**src/hw/rtl/qspd_pkg.sv**
```systemverilog
// Shared types, character codes and result kinds of the query-string percent decoder.
package qspd_pkg;

  localparam logic [7:0] CH_QUERY = 8'h3F;
  localparam logic [7:0] CH_AMP   = 8'h26;
  localparam logic [7:0] CH_SEMI  = 8'h3B;
  localparam logic [7:0] CH_EQ    = 8'h3D;
  localparam logic [7:0] CH_PCT   = 8'h25;
  localparam logic [7:0] CH_PLUS  = 8'h2B;
  localparam logic [7:0] CH_SPACE = 8'h20;
  localparam logic [7:0] CH_UP_A  = 8'h41;
  localparam logic [7:0] CH_UP_Z  = 8'h5A;
  localparam logic [7:0] CASE_OFS = 8'h20;

  localparam logic [2:0] KIND_NAME   = 3'd0;
  localparam logic [2:0] KIND_VALUE  = 3'd1;
  localparam logic [2:0] KIND_COMMIT = 3'd2;
  localparam logic [2:0] KIND_DROP   = 3'd3;
  localparam logic [2:0] KIND_END    = 3'd4;

  localparam logic [1:0] ESC_IDLE = 2'd0;
  localparam logic [1:0] ESC_PCT  = 2'd1;
  localparam logic [1:0] ESC_HIGH = 2'd2;

  typedef enum logic [3:0] {
    PH_BEGIN = 4'b0001,
    PH_NAME  = 4'b0010,
    PH_VALUE = 4'b0100,
    PH_HALT  = 4'b1000
  } phase_t;

  typedef struct packed {
    logic [7:0] url_byte;
    logic       url_end;
  } url_t;

  typedef struct packed {
    logic [2:0] kind;
    logic [7:0] data_byte;
    logic       run_last;
  } res_t;

  // All results caused by one request, oldest in item[0].
  typedef struct packed {
    logic [1:0]     count;
    res_t [2:0]     item;
  } run_t;

  // Returns {invalid, digit}; invalid is set for anything but 0-9, a-f, A-F.
  function automatic logic [4:0] hex_val(input logic [7:0] c);
    logic [4:0] r;
    r = 5'b1_0000;
    if (c >= 8'h30 && c <= 8'h39) r = {1'b0, c[3:0]};
    else if ((c >= 8'h61 && c <= 8'h66) || (c >= 8'h41 && c <= 8'h46))
      r = {1'b0, c[3:0] + 4'd9};
    return r;
  endfunction

endpackage

```
**src/hw/rtl/qspd_parse.sv**
```systemverilog
// Parse state registers and the single-pass step logic for one URL character.
module qspd_parse (
  input  logic                clk,
  input  logic                rst,
  input  logic                advance,
  input  qspd_pkg::url_t      url,
  output qspd_pkg::run_t      run
);

  qspd_pkg::phase_t phase, phase_next;
  logic [1:0] name_cnt, name_cnt_next, value_cnt, value_cnt_next;
  logic [3:0] name_hi, name_hi_next, value_hi, value_hi_next;

  logic       is_name, pending, pending_post, fail;
  logic [1:0] cnt_sel, cnt_new;
  logic [3:0] hi_sel, hi_new;
  logic [4:0] hx;
  logic [7:0] val;
  logic       act_valid, tail_valid;
  logic [2:0] act_kind, tail_kind;
  logic [7:0] act_data;
  logic [1:0] n;
  logic [7:0] b;

  always_comb begin
    b              = url.url_byte;
    phase_next     = phase;
    name_cnt_next  = name_cnt;
    name_hi_next   = name_hi;
    value_cnt_next = value_cnt;
    value_hi_next  = value_hi;
    is_name        = (phase == qspd_pkg::PH_NAME);
    cnt_sel        = is_name ? name_cnt : value_cnt;
    hi_sel         = is_name ? name_hi : value_hi;
    cnt_new        = cnt_sel;
    hi_new         = hi_sel;
    hx             = qspd_pkg::hex_val(b);
    val            = b;
    pending        = (name_cnt != qspd_pkg::ESC_IDLE) || (value_cnt != qspd_pkg::ESC_IDLE);
    fail           = 1'b0;
    act_valid      = 1'b0;
    act_kind       = qspd_pkg::KIND_DROP;
    act_data       = '0;

    if (phase != qspd_pkg::PH_HALT) begin
      if (b == qspd_pkg::CH_QUERY) begin
        phase_next = qspd_pkg::PH_NAME;
      end else if (b == qspd_pkg::CH_AMP || b == qspd_pkg::CH_SEMI) begin
        if (phase == qspd_pkg::PH_VALUE && !pending) begin
          act_valid      = 1'b1;
          act_kind       = qspd_pkg::KIND_COMMIT;
          phase_next     = qspd_pkg::PH_NAME;
          name_cnt_next  = qspd_pkg::ESC_IDLE;
          name_hi_next   = '0;
          value_cnt_next = qspd_pkg::ESC_IDLE;
          value_hi_next  = '0;
        end else begin
          fail = 1'b1;
        end
      end else if (b == qspd_pkg::CH_EQ) begin
        if (phase == qspd_pkg::PH_NAME) phase_next = qspd_pkg::PH_VALUE;
        else fail = 1'b1;
      end else if (phase == qspd_pkg::PH_NAME || phase == qspd_pkg::PH_VALUE) begin
        if (cnt_sel == qspd_pkg::ESC_IDLE) begin
          if (b == qspd_pkg::CH_PCT) begin
            cnt_new = qspd_pkg::ESC_PCT;
          end else begin
            val       = (b == qspd_pkg::CH_PLUS) ? qspd_pkg::CH_SPACE : b;
            act_valid = 1'b1;
          end
        end else if (hx[4]) begin
          fail = 1'b1;
        end else if (cnt_sel == qspd_pkg::ESC_PCT) begin
          hi_new  = hx[3:0];
          cnt_new = qspd_pkg::ESC_HIGH;
        end else begin
          val       = {hi_sel, hx[3:0]};
          cnt_new   = qspd_pkg::ESC_IDLE;
          hi_new    = '0;
          act_valid = 1'b1;
        end
        if (act_valid) begin
          act_kind = is_name ? qspd_pkg::KIND_NAME : qspd_pkg::KIND_VALUE;
          if (is_name && val >= qspd_pkg::CH_UP_A && val <= qspd_pkg::CH_UP_Z)
            act_data = val + qspd_pkg::CASE_OFS;
          else
            act_data = val;
        end
        if (is_name) begin
          name_cnt_next = cnt_new;
          name_hi_next  = hi_new;
        end else begin
          value_cnt_next = cnt_new;
          value_hi_next  = hi_new;
        end
      end
    end

    if (fail) begin
      act_valid      = 1'b1;
      act_kind       = qspd_pkg::KIND_DROP;
      act_data       = '0;
      phase_next     = qspd_pkg::PH_HALT;
      name_cnt_next  = qspd_pkg::ESC_IDLE;
      name_hi_next   = '0;
      value_cnt_next = qspd_pkg::ESC_IDLE;
      value_hi_next  = '0;
    end

    // The final character closes whatever parameter is still open.
    pending_post = (name_cnt_next != qspd_pkg::ESC_IDLE) ||
                   (value_cnt_next != qspd_pkg::ESC_IDLE);
    tail_valid   = 1'b0;
    tail_kind    = qspd_pkg::KIND_DROP;
    if (url.url_end) begin
      if (phase_next == qspd_pkg::PH_VALUE && !pending_post) begin
        tail_valid = 1'b1;
        tail_kind  = qspd_pkg::KIND_COMMIT;
      end else if (phase_next == qspd_pkg::PH_NAME || phase_next == qspd_pkg::PH_VALUE) begin
        tail_valid = 1'b1;
      end
      phase_next     = qspd_pkg::PH_BEGIN;
      name_cnt_next  = qspd_pkg::ESC_IDLE;
      name_hi_next   = '0;
      value_cnt_next = qspd_pkg::ESC_IDLE;
      value_hi_next  = '0;
    end

    run = '0;
    n   = 2'd0;
    if (act_valid) begin
      run.item[n].kind      = act_kind;
      run.item[n].data_byte = act_data;
      n = n + 2'd1;
    end
    if (tail_valid) begin
      run.item[n].kind = tail_kind;
      n = n + 2'd1;
    end
    if (url.url_end) begin
      run.item[n].kind = qspd_pkg::KIND_END;
      n = n + 2'd1;
    end
    if (n != 2'd0) run.item[n - 2'd1].run_last = 1'b1;
    run.count = n;
  end

  always_ff @(posedge clk) begin
    if (rst) begin
      phase     <= qspd_pkg::PH_BEGIN;
      name_cnt  <= qspd_pkg::ESC_IDLE;
      name_hi   <= '0;
      value_cnt <= qspd_pkg::ESC_IDLE;
      value_hi  <= '0;
    end else if (advance) begin
      phase     <= phase_next;
      name_cnt  <= name_cnt_next;
      name_hi   <= name_hi_next;
      value_cnt <= value_cnt_next;
      value_hi  <= value_hi_next;
    end
  end

endmodule

```
**src/hw/rtl/qspd_resq.sv**
```systemverilog
// Three-entry result buffer for one request's results; drains one per cycle unless stalled.
module qspd_resq (
  input  logic           clk,
  input  logic           rst,
  input  logic           load,
  input  qspd_pkg::run_t run,
  output logic           room,
  output logic           res_valid,
  input  logic           res_stall,
  output qspd_pkg::res_t res
);

  qspd_pkg::res_t [2:0] items;
  logic [1:0] cnt;
  logic [1:0] rd;
  logic       pop;

  assign res_valid = (cnt != 2'd0);
  assign pop       = res_valid && !res_stall;
  assign room      = (cnt == 2'd0) || (cnt == 2'd1 && pop);
  assign res       = items[rd];

  always_ff @(posedge clk) begin
    if (rst) begin
      cnt <= 2'd0;
      rd  <= 2'd0;
    end else if (load) begin
      cnt <= run.count;
      rd  <= 2'd0;
    end else if (pop) begin
      cnt <= cnt - 2'd1;
      rd  <= (cnt == 2'd1) ? 2'd0 : rd + 2'd1;
    end
  end

  always_ff @(posedge clk) begin
    if (load) items <= run.item;
  end

endmodule

```
**src/hw/rtl/query_string_percent_decoder.sv**
```systemverilog
// Top level of the query-string percent decoder: input register, parser and result buffer.
// One URL character is taken per request and each yields zero to three results (name or
// value byte, commit, drop, end marker), which leave one per cycle unless stalled;
// the last result of a request carries run_last. A character reaches the parser in the
// cycle after it is accepted, and its results are registered in the result buffer once
// that has room. With an output that never stalls the block takes one character per
// cycle while each yields at most one result; a character with more results holds back
// the next one until its last result is taken. The input register lets one more
// character in while results wait to be taken. No memories.
module query_string_percent_decoder (
  input  logic           clk,
  input  logic           rst,
  input  logic           url_valid,
  output logic           url_stall,
  input  qspd_pkg::url_t url,
  output logic           res_valid,
  input  logic           res_stall,
  output qspd_pkg::res_t res
);

  qspd_pkg::url_t held;
  logic           held_valid;
  logic           room;
  logic           load;
  logic           accept;
  qspd_pkg::run_t run;

  assign load      = held_valid && room;
  assign url_stall = held_valid && !room;
  assign accept    = url_valid && !url_stall;

  always_ff @(posedge clk) begin
    if (rst) begin
      held_valid <= 1'b0;
    end else begin
      held_valid <= accept || (held_valid && !load);
    end
  end

  always_ff @(posedge clk) begin
    if (accept) held <= url;
  end

  qspd_parse u_parse (
    .clk     (clk),
    .rst     (rst),
    .advance (load),
    .url     (held),
    .run     (run)
  );

  qspd_resq u_resq (
    .clk       (clk),
    .rst       (rst),
    .load      (load),
    .run       (run),
    .room      (room),
    .res_valid (res_valid),
    .res_stall (res_stall),
    .res       (res)
  );

endmodule

```
**config.mk**
```make
export PLATFORM = sky130hd
export DESIGN_NAME = query_string_percent_decoder
export DESIGN_NICKNAME = d
export VERILOG_FILES = /design/src/hw/rtl/qspd_pkg.sv /design/src/hw/rtl/qspd_parse.sv /design/src/hw/rtl/qspd_resq.sv /design/src/hw/rtl/query_string_percent_decoder.sv
export SDC_FILE = /design/constraint.sdc
export NUM_CORES = 1
export LEC_CHECK = 0
export CORE_UTILIZATION = 25
export DETAILED_ROUTE_END_ITERATION = 8
export DONT_BUFFER_PORTS = 1
export PLACE_DENSITY = 0.37
export SYNTH_ARGS = -nofsm -noshare
export SYNTH_HDL_FRONTEND = slang
export SYNTH_SLANG_ARGS = --single-unit
```
**constraint.sdc**
```tcl
create_clock -name clk -period 3.7 [get_ports clk]
set_input_delay 0.925 -clock clk [delete_from_list [all_inputs] [get_ports clk]]
set_output_delay 0.925 -clock clk [all_outputs]
set_load 0.1 [all_outputs]
```
## Word level (Yosys, flattened, before mapping)

Index checks and enable logic that the tools add are counted.

| storage, ports and cells | value |
|---|---|
| register bits after elaboration | 66 |
| output and inout bits | 14 |

| cells by class | value |
|---|---|
| $add $sub $neg | 7 |
| magnitude comparators | 15 |
| eq/ne operators | 17 |
| muxes and demuxes | 132 |
| reductions and logical operators | 45 |

Operators by type and width:

| operator | number |
|---|---|
| 8-bit two-way mux | 18 |
| 4-bit two-way mux | 29 |
| 36-bit bitwise mux | 3 |
| 36-bit two-way mux | 3 |
| 12-bit demux with 2-bit select | 3 |
| 2-bit two-way mux | 28 |
| 8-bit by 6-bit == test with 1-bit output, second input constant | 6 |
| 12-bit two-way mux | 3 |
| 1-bit two-way mux | 33 |
| 12-bit binary-select mux with 2-bit select | 1 |
| 8-bit by 7-bit >= comparator with 1-bit output, second input constant | 3 |
| 8-bit by 7-bit less-or-equal comparator with 1-bit output, second input constant | 3 |
| 3-bit two-way mux | 8 |
| 1-bit logical AND | 16 |
| 7-bit AND reduction | 2 |
| 2-bit nonzero test | 7 |
| 11-bit two-way mux | 1 |
| 5-bit two-way mux | 2 |
| 2-bit by 3-bit < comparator with 1-bit output, second input constant | 3 |
| 8-bit by 6-bit adder with 8-bit output, second input constant | 1 |
| 4-bit by 2-bit == test with 1-bit output, second input constant | 2 |
| 4-bit by 3-bit == test with 1-bit output, second input constant | 2 |
| 8-bit by 6-bit >= comparator with 1-bit output, second input constant | 1 |
| 8-bit by 6-bit less-or-equal comparator with 1-bit output, second input constant | 1 |
| other kinds (18) | 37 |

## Longest topological paths before layout

| depth | value |
|---|---|
| depth after elaboration | 31 |
| depth in mapped cells | 16 |
| mapped depth without buffers | 16 |

## Cells and area by module

A second synthesis with hierarchy kept.

| second synthesis, totals | value |
|---|---|
| cell total of the unflattened synthesis | 392 |
| area total of the unflattened synthesis | 3942.5 µm² |

By module, submodules not included:

| module | instances | cells an instance | area an instance (µm²) |
|---|---|---|---|
| qspd_parse | 1 | 273 | 2052.0 |
| qspd_resq | 1 | 105 | 1564.0 |
| query_string_percent_decoder | 1 | 14 | 326.6 |

## Least setup slack after synthesis

OpenSTA, ideal clock, no wires.

| path | value |
|---|---|
| path type | register to output |
| start | reg u_resq.rd[1] |
| end | out res[0] in the netlist's numbering |
| arrival time | 2.738 ns |
| data required time | 2.775 ns |
| slack | 0.037 ns |
| cell stages (with the launch flop) | 4 |
| path through | dfxtp_1 clkbuf_1 mux2i_1 o21ai_0 |

RTL lines:

| item | line | text |
|---|---|---|
| start: declaration | qspd_resq.sv:15 | `logic [1:0] rd;` |
| start signal: assignment | qspd_resq.sv:32 | `rd <= (cnt == 2'd1) ? 2'd0 : rd + 2'd1;` |
| end: declaration | query_string_percent_decoder.sv:18 | `output qspd_pkg::res_t res` |

## Worst setup path after layout

| path | value |
|---|---|
| start | reg held[1] in the netlist's numbering |
| end | reg u_resq.items[0] in the netlist's numbering, data pin |

| on the way | value |
|---|---|
| longest elaborated chain between the ends | 30 |
| elaborated cells on any way between the ends | 92 |
| classes of those cells | add/sub (3); order compare (8); eq/ne (7); mux (61); reduce/logical (13) |

Ends and longest elaborated chain:

| item | line | text |
|---|---|---|
| start: declaration | query_string_percent_decoder.sv:21 | `qspd_pkg::url_t held;` |
| start signal: assignment | query_string_percent_decoder.sv:41 | `if (accept) held <= url;` |
| 8-bit by 7-bit >= comparator with 1-bit output / 8-bit by 7-bit less-or-equal comparator with 1-bit output (equally long branches) | qspd_pkg.sv:54 | `else if ((c >= 8'h61 && c <= 8'h66) \|\| (c >= 8'h41 && c <= 8'h46))` |
| 1-bit logical AND | qspd_pkg.sv:54 |  |
| 1-bit logical OR | qspd_pkg.sv:54 |  |
| 5-bit two-way mux | qspd_pkg.sv:54 |  |
| 5-bit two-way mux | qspd_pkg.sv:53 | `if (c >= 8'h30 && c <= 8'h39) r = {1'b0, c[3:0]};` |
| 1-bit two-way mux / 2-bit two-way mux (equally long branches) | qspd_parse.sv:71 | `end else if (hx[4]) begin` |
| 1-bit two-way mux / 2-bit two-way mux (equally long branches) | qspd_parse.sv:64 | `if (cnt_sel == qspd_pkg::ESC_IDLE) begin` |
| 1-bit two-way mux / 2-bit two-way mux (equally long branches) | qspd_parse.sv:63, qspd_parse.sv:89 |  |
| [... 14 more ...] | -- |  |
| 2-bit two-way mux | qspd_parse.sv:140 | `if (url.url_end) begin` |
| 2-bit by 1-bit subtractor with 2-bit output | qspd_parse.sv:144 | `if (n != 2'd0) run.item[n - 2'd1].run_last = 1'b1;` |
| 2-bit by 3-bit < comparator with 1-bit output (not written as such) / 2-bit by 1-bit >= comparator with 1-bit output (equally long branches) | qspd_parse.sv:144 |  |
| 1-bit logical AND (not written as such) | qspd_parse.sv:144 |  |
| 1-bit two-way mux (not written as such) | qspd_parse.sv:144 |  |
| 12-bit demux with 2-bit select | -- |  |
| 36-bit bitwise mux | qspd_parse.sv:144 |  |
| 36-bit two-way mux (*) | qspd_parse.sv:144 |  |
| end signal: assignment | qspd_resq.sv:37 | `if (load) items <= run.item;` |
| end: declaration | qspd_resq.sv:13 | `qspd_pkg::res_t [2:0] items;` |

Mark *: on every way between the ends. The rest lies on a longest branch, timed or not. The select of a mux whose other input is x is not followed.
A chain may end at the register's enable or synchronous reset.

==> results.sh <==
export IMPL_status="finished, final reports clean"
export IMPL_grt_max_degree=23
export IMPL_p_total_mw=1.93
export IMPL_drive_above_1_share_pct=16.4
export IMPL_power_density_mw_per_mm2=520
export IMPL_cp_arrival_ns=3.43
export IMPL_rrSetupSlack_ns=0.32
export IMPL_syn_to_final_growth_pct=16.6
export IMPL_async_flop_share_pct=0
export IMPL_tritoncts="done"
export IMPL_grt_pass1_vias=2419
export IMPL_leakage_nw=1.27
export IMPL_via_per_inst=4.91
export IMPL_drv_cap=0
export IMPL_setup_viol=0
export IMPL_cts_root_buffer="clkbuf_16"
export IMPL_dr_first_iter_drc_count=198
export IMPL_tightestPinTransition_ns=0.821
export IMPL_h_tree_depth=2
export IMPL_critPathMaxFanout=7
export IMPL_io_pins=27
export IMPL_antenna_found_initial=0
export IMPL_fillers=1304
export IMPL_postSynthCellCount=341
export IMPL_clock_sinks=48
export IMPL_routed_wl_mm=8.24
export IMPL_die_x_um=115
export IMPL_grtUsageTotal_pct=13.7
export IMPL_gp_congestion=0.805
export IMPL_first_pass_iters=4
export IMPL_startpoint_type="flop"
export IMPL_clk_pin_slew_ns=0.07
export IMPL_path_cells="inv_1 > ha_1 > inv_1 > o311a_1 > a2111o_1 > a211oi_4 > nor3_1 > o21ai_1 > inv_1 > ha_1 > mux2_2"
export IMPL_synth_edf_count=27
export IMPL_clk_latency_ns=0.30
export IMPL_fin_tns_setup_ns=0
export IMPL_rsz0062_at_grt="no"
export IMPL_syn_area_sq_mm=0.00317
export IMPL_syn_num_nets=363
export IMPL_fp_row_count=40
export IMPL_post_cts_buffers=0
export IMPL_start_util_pct=26.0
export IMPL_cts_resized_gates=0
export IMPL_final_net_count=380
export IMPL_crit_slowest_cell="a2111o_1"
export IMPL_ant_nets=0
export IMPL_whs_ns=0.487
export IMPL_cts_buffers=5
export IMPL_cts_hold_buffers=0
export IMPL_clock_path_buffers=2
export IMPL_final_cell_mix="nor2_1, edfxtp_1, buf_4"
export IMPL_dp_hpwl_mm=6.24
export IMPL_syn_avg_cell_area_sq_um=9.31
export IMPL_grt_overflow_total=0
export IMPL_synth_cell_types=66
export IMPL_multiInputGateArea_sq_mm=0.00183
export IMPL_antenna_cells=0
export IMPL_ys_seq_area_share_pct=38.8
export IMPL_synthFlopType="edfxtp_1"
export IMPL_drcViolationCount=0
export IMPL_core_sq_mm=0.0122
export IMPL_vdd_ir_drop_max_uv=164
export IMPL_portBuffers=0
export IMPL_hold_viol=0
export IMPL_grt_pass1_wl_mm=13.5
export IMPL_wl_per_cell_um=15.6
export IMPL_cp_slowest_stage_delay_ns=0.48
export IMPL_fp_dieH_um=115
export IMPL_vias=2587
export IMPL_final_max_slew_viol_count=0
export IMPL_yosysWarnings=0
export IMPL_required_ns=3.75
export IMPL_skew_ns=0.00852
export IMPL_relSlewSlack_pct=45.2
export IMPL_hold_path_class="reg2reg"
export IMPL_fin_crit_ns=3.38
export IMPL_final_common_cell="nor2_1"
export IMPL_cpMostUsedCell="inv_1"
export IMPL_setup_worst_path_end_class="flop"
export IMPL_max_freq_mhz=296
export IMPL_dieArea_sq_mm=0.0131
export IMPL_worstSetupPathType="reg2reg"
export IMPL_synth_seq_cells=48
export IMPL_period_share_pct=91.2
export IMPL_seqCellArea_sq_mm=0.00123
==> worst paths after layout <==
path | start | end | cells after the start
setup / recovery | held[1] | u_resq.items[0] | 11
hold / removal | u_resq.cnt[1] | u_resq.cnt[1] | 2
setup reg to reg | held[1] | u_resq.items[0] | 11
hold reg to reg | u_resq.cnt[1] | u_resq.cnt[1] | 2
==> Yosys cell counts (4+ instances only) <==
cell	instances	area share [%]
nand3_1	6	0.95
o21ai_0	22	3.5
mux2_2	6	2.1
clkbuf_1	10	1.2
o31ai_1	4	0.95
and2_1	18	3.5
a31oi_1	5	0.99
a211oi_1	5	1.2
inv_1	15	1.8
nor2_1	33	3.9
nand2b_1	6	1.2
o211ai_1	4	0.95
nand2_1	23	2.7
dfxtp_1	21	13
edfxtp_1	27	26
nand3b_1	7	1.7
nand4_1	10	2.0
nor3_1	9	1.4
or2_2	5	0.99
a21oi_1	16	2.5
mux2i_1	11	3.5
ha_1	9	3.5
nor2b_1	6	1.2
==> kinds of logic (layout without fill, tap and decap cells) <==
logic type | Yosys count | after routing | synth area share (%)
AOI/OAI and AO/OA | 89 | 89 | 21.3
and+or+nand+nor | 143 | 143 | 25.0
DFF | 48 | 48 | 38.8
xor gates and xnor gates | 3 | 3 | 0.828
buffers and inverters | 29 | 47 | 3.79
adders and majority gates | 9 | 9 | 3.55
muxes | 20 | 20 | 6.74
==> state kept, by name (all words and copies together) (netlist names) <==
register / cells
u_resq.rd: 2
u_resq.items: 18
u_parse.name_cnt: 2
held_valid: 1
u_parse.phase: 4
u_parse.name_hi: 4
u_parse.value_hi: 4
held: 9
u_resq.cnt: 2
u_parse.value_cnt: 2
==> metrics by stage <==
| stage | utilization (%) | instance area (sq um) | std cells | setup WS (ns) |
|---|---|---|---|---|
| after floorplan | - | 3170 | 341 | 0.0371 |
| after global placement | 28.8 | 3510 | 519 | 0.405 |
| after detailed placement | 28.8 | 3510 | 519 | 0.353 |
| after CTS | 30.3 | 3700 | 527 | 0.333 |
| after global routing | 30.3 | 3700 | 527 | 0.0306 |
| final | 30.3 | 3700 | 527 | 0.324 |
==> metal layers <==
layer	part of all wire (%)	global-route usage (%)
met1	51	19.0
met3	4.0	3.44
met5	0	0
met2	43	20.5
met4	1.7	4.59
==> power by group <==
part / switching, mW / internal (mW)
Clock: 0.209 / 0.388
Sequential: 0.0382 / 0.624
Combinational: 0.515 / 0.152
Total: 0.762 / 1.16
==> critical path: cells and delay by family (launching register included) <==
kind                       cells  cell delay, ns
adders and majority gates      2            0.58
and+or+nand+nor                1            0.09
DFF                            1            0.47
AOI/OAI and AO/OA              4            1.35
muxes                          1            0.36
buffers and inverters          3            0.28
==> cell type report <==
cell class	count	area share, %
Multi-Input combinational cell	264	49.6
Clock buffer	6	3.48
Clock inverter	2	1.62
Timing Repair Buffer	24	4.87
Sequential cell	48	33.3
Inverter	15	1.52
Tap cell	168	5.68
Note: power is estimated with default switching activity, not from simulation.
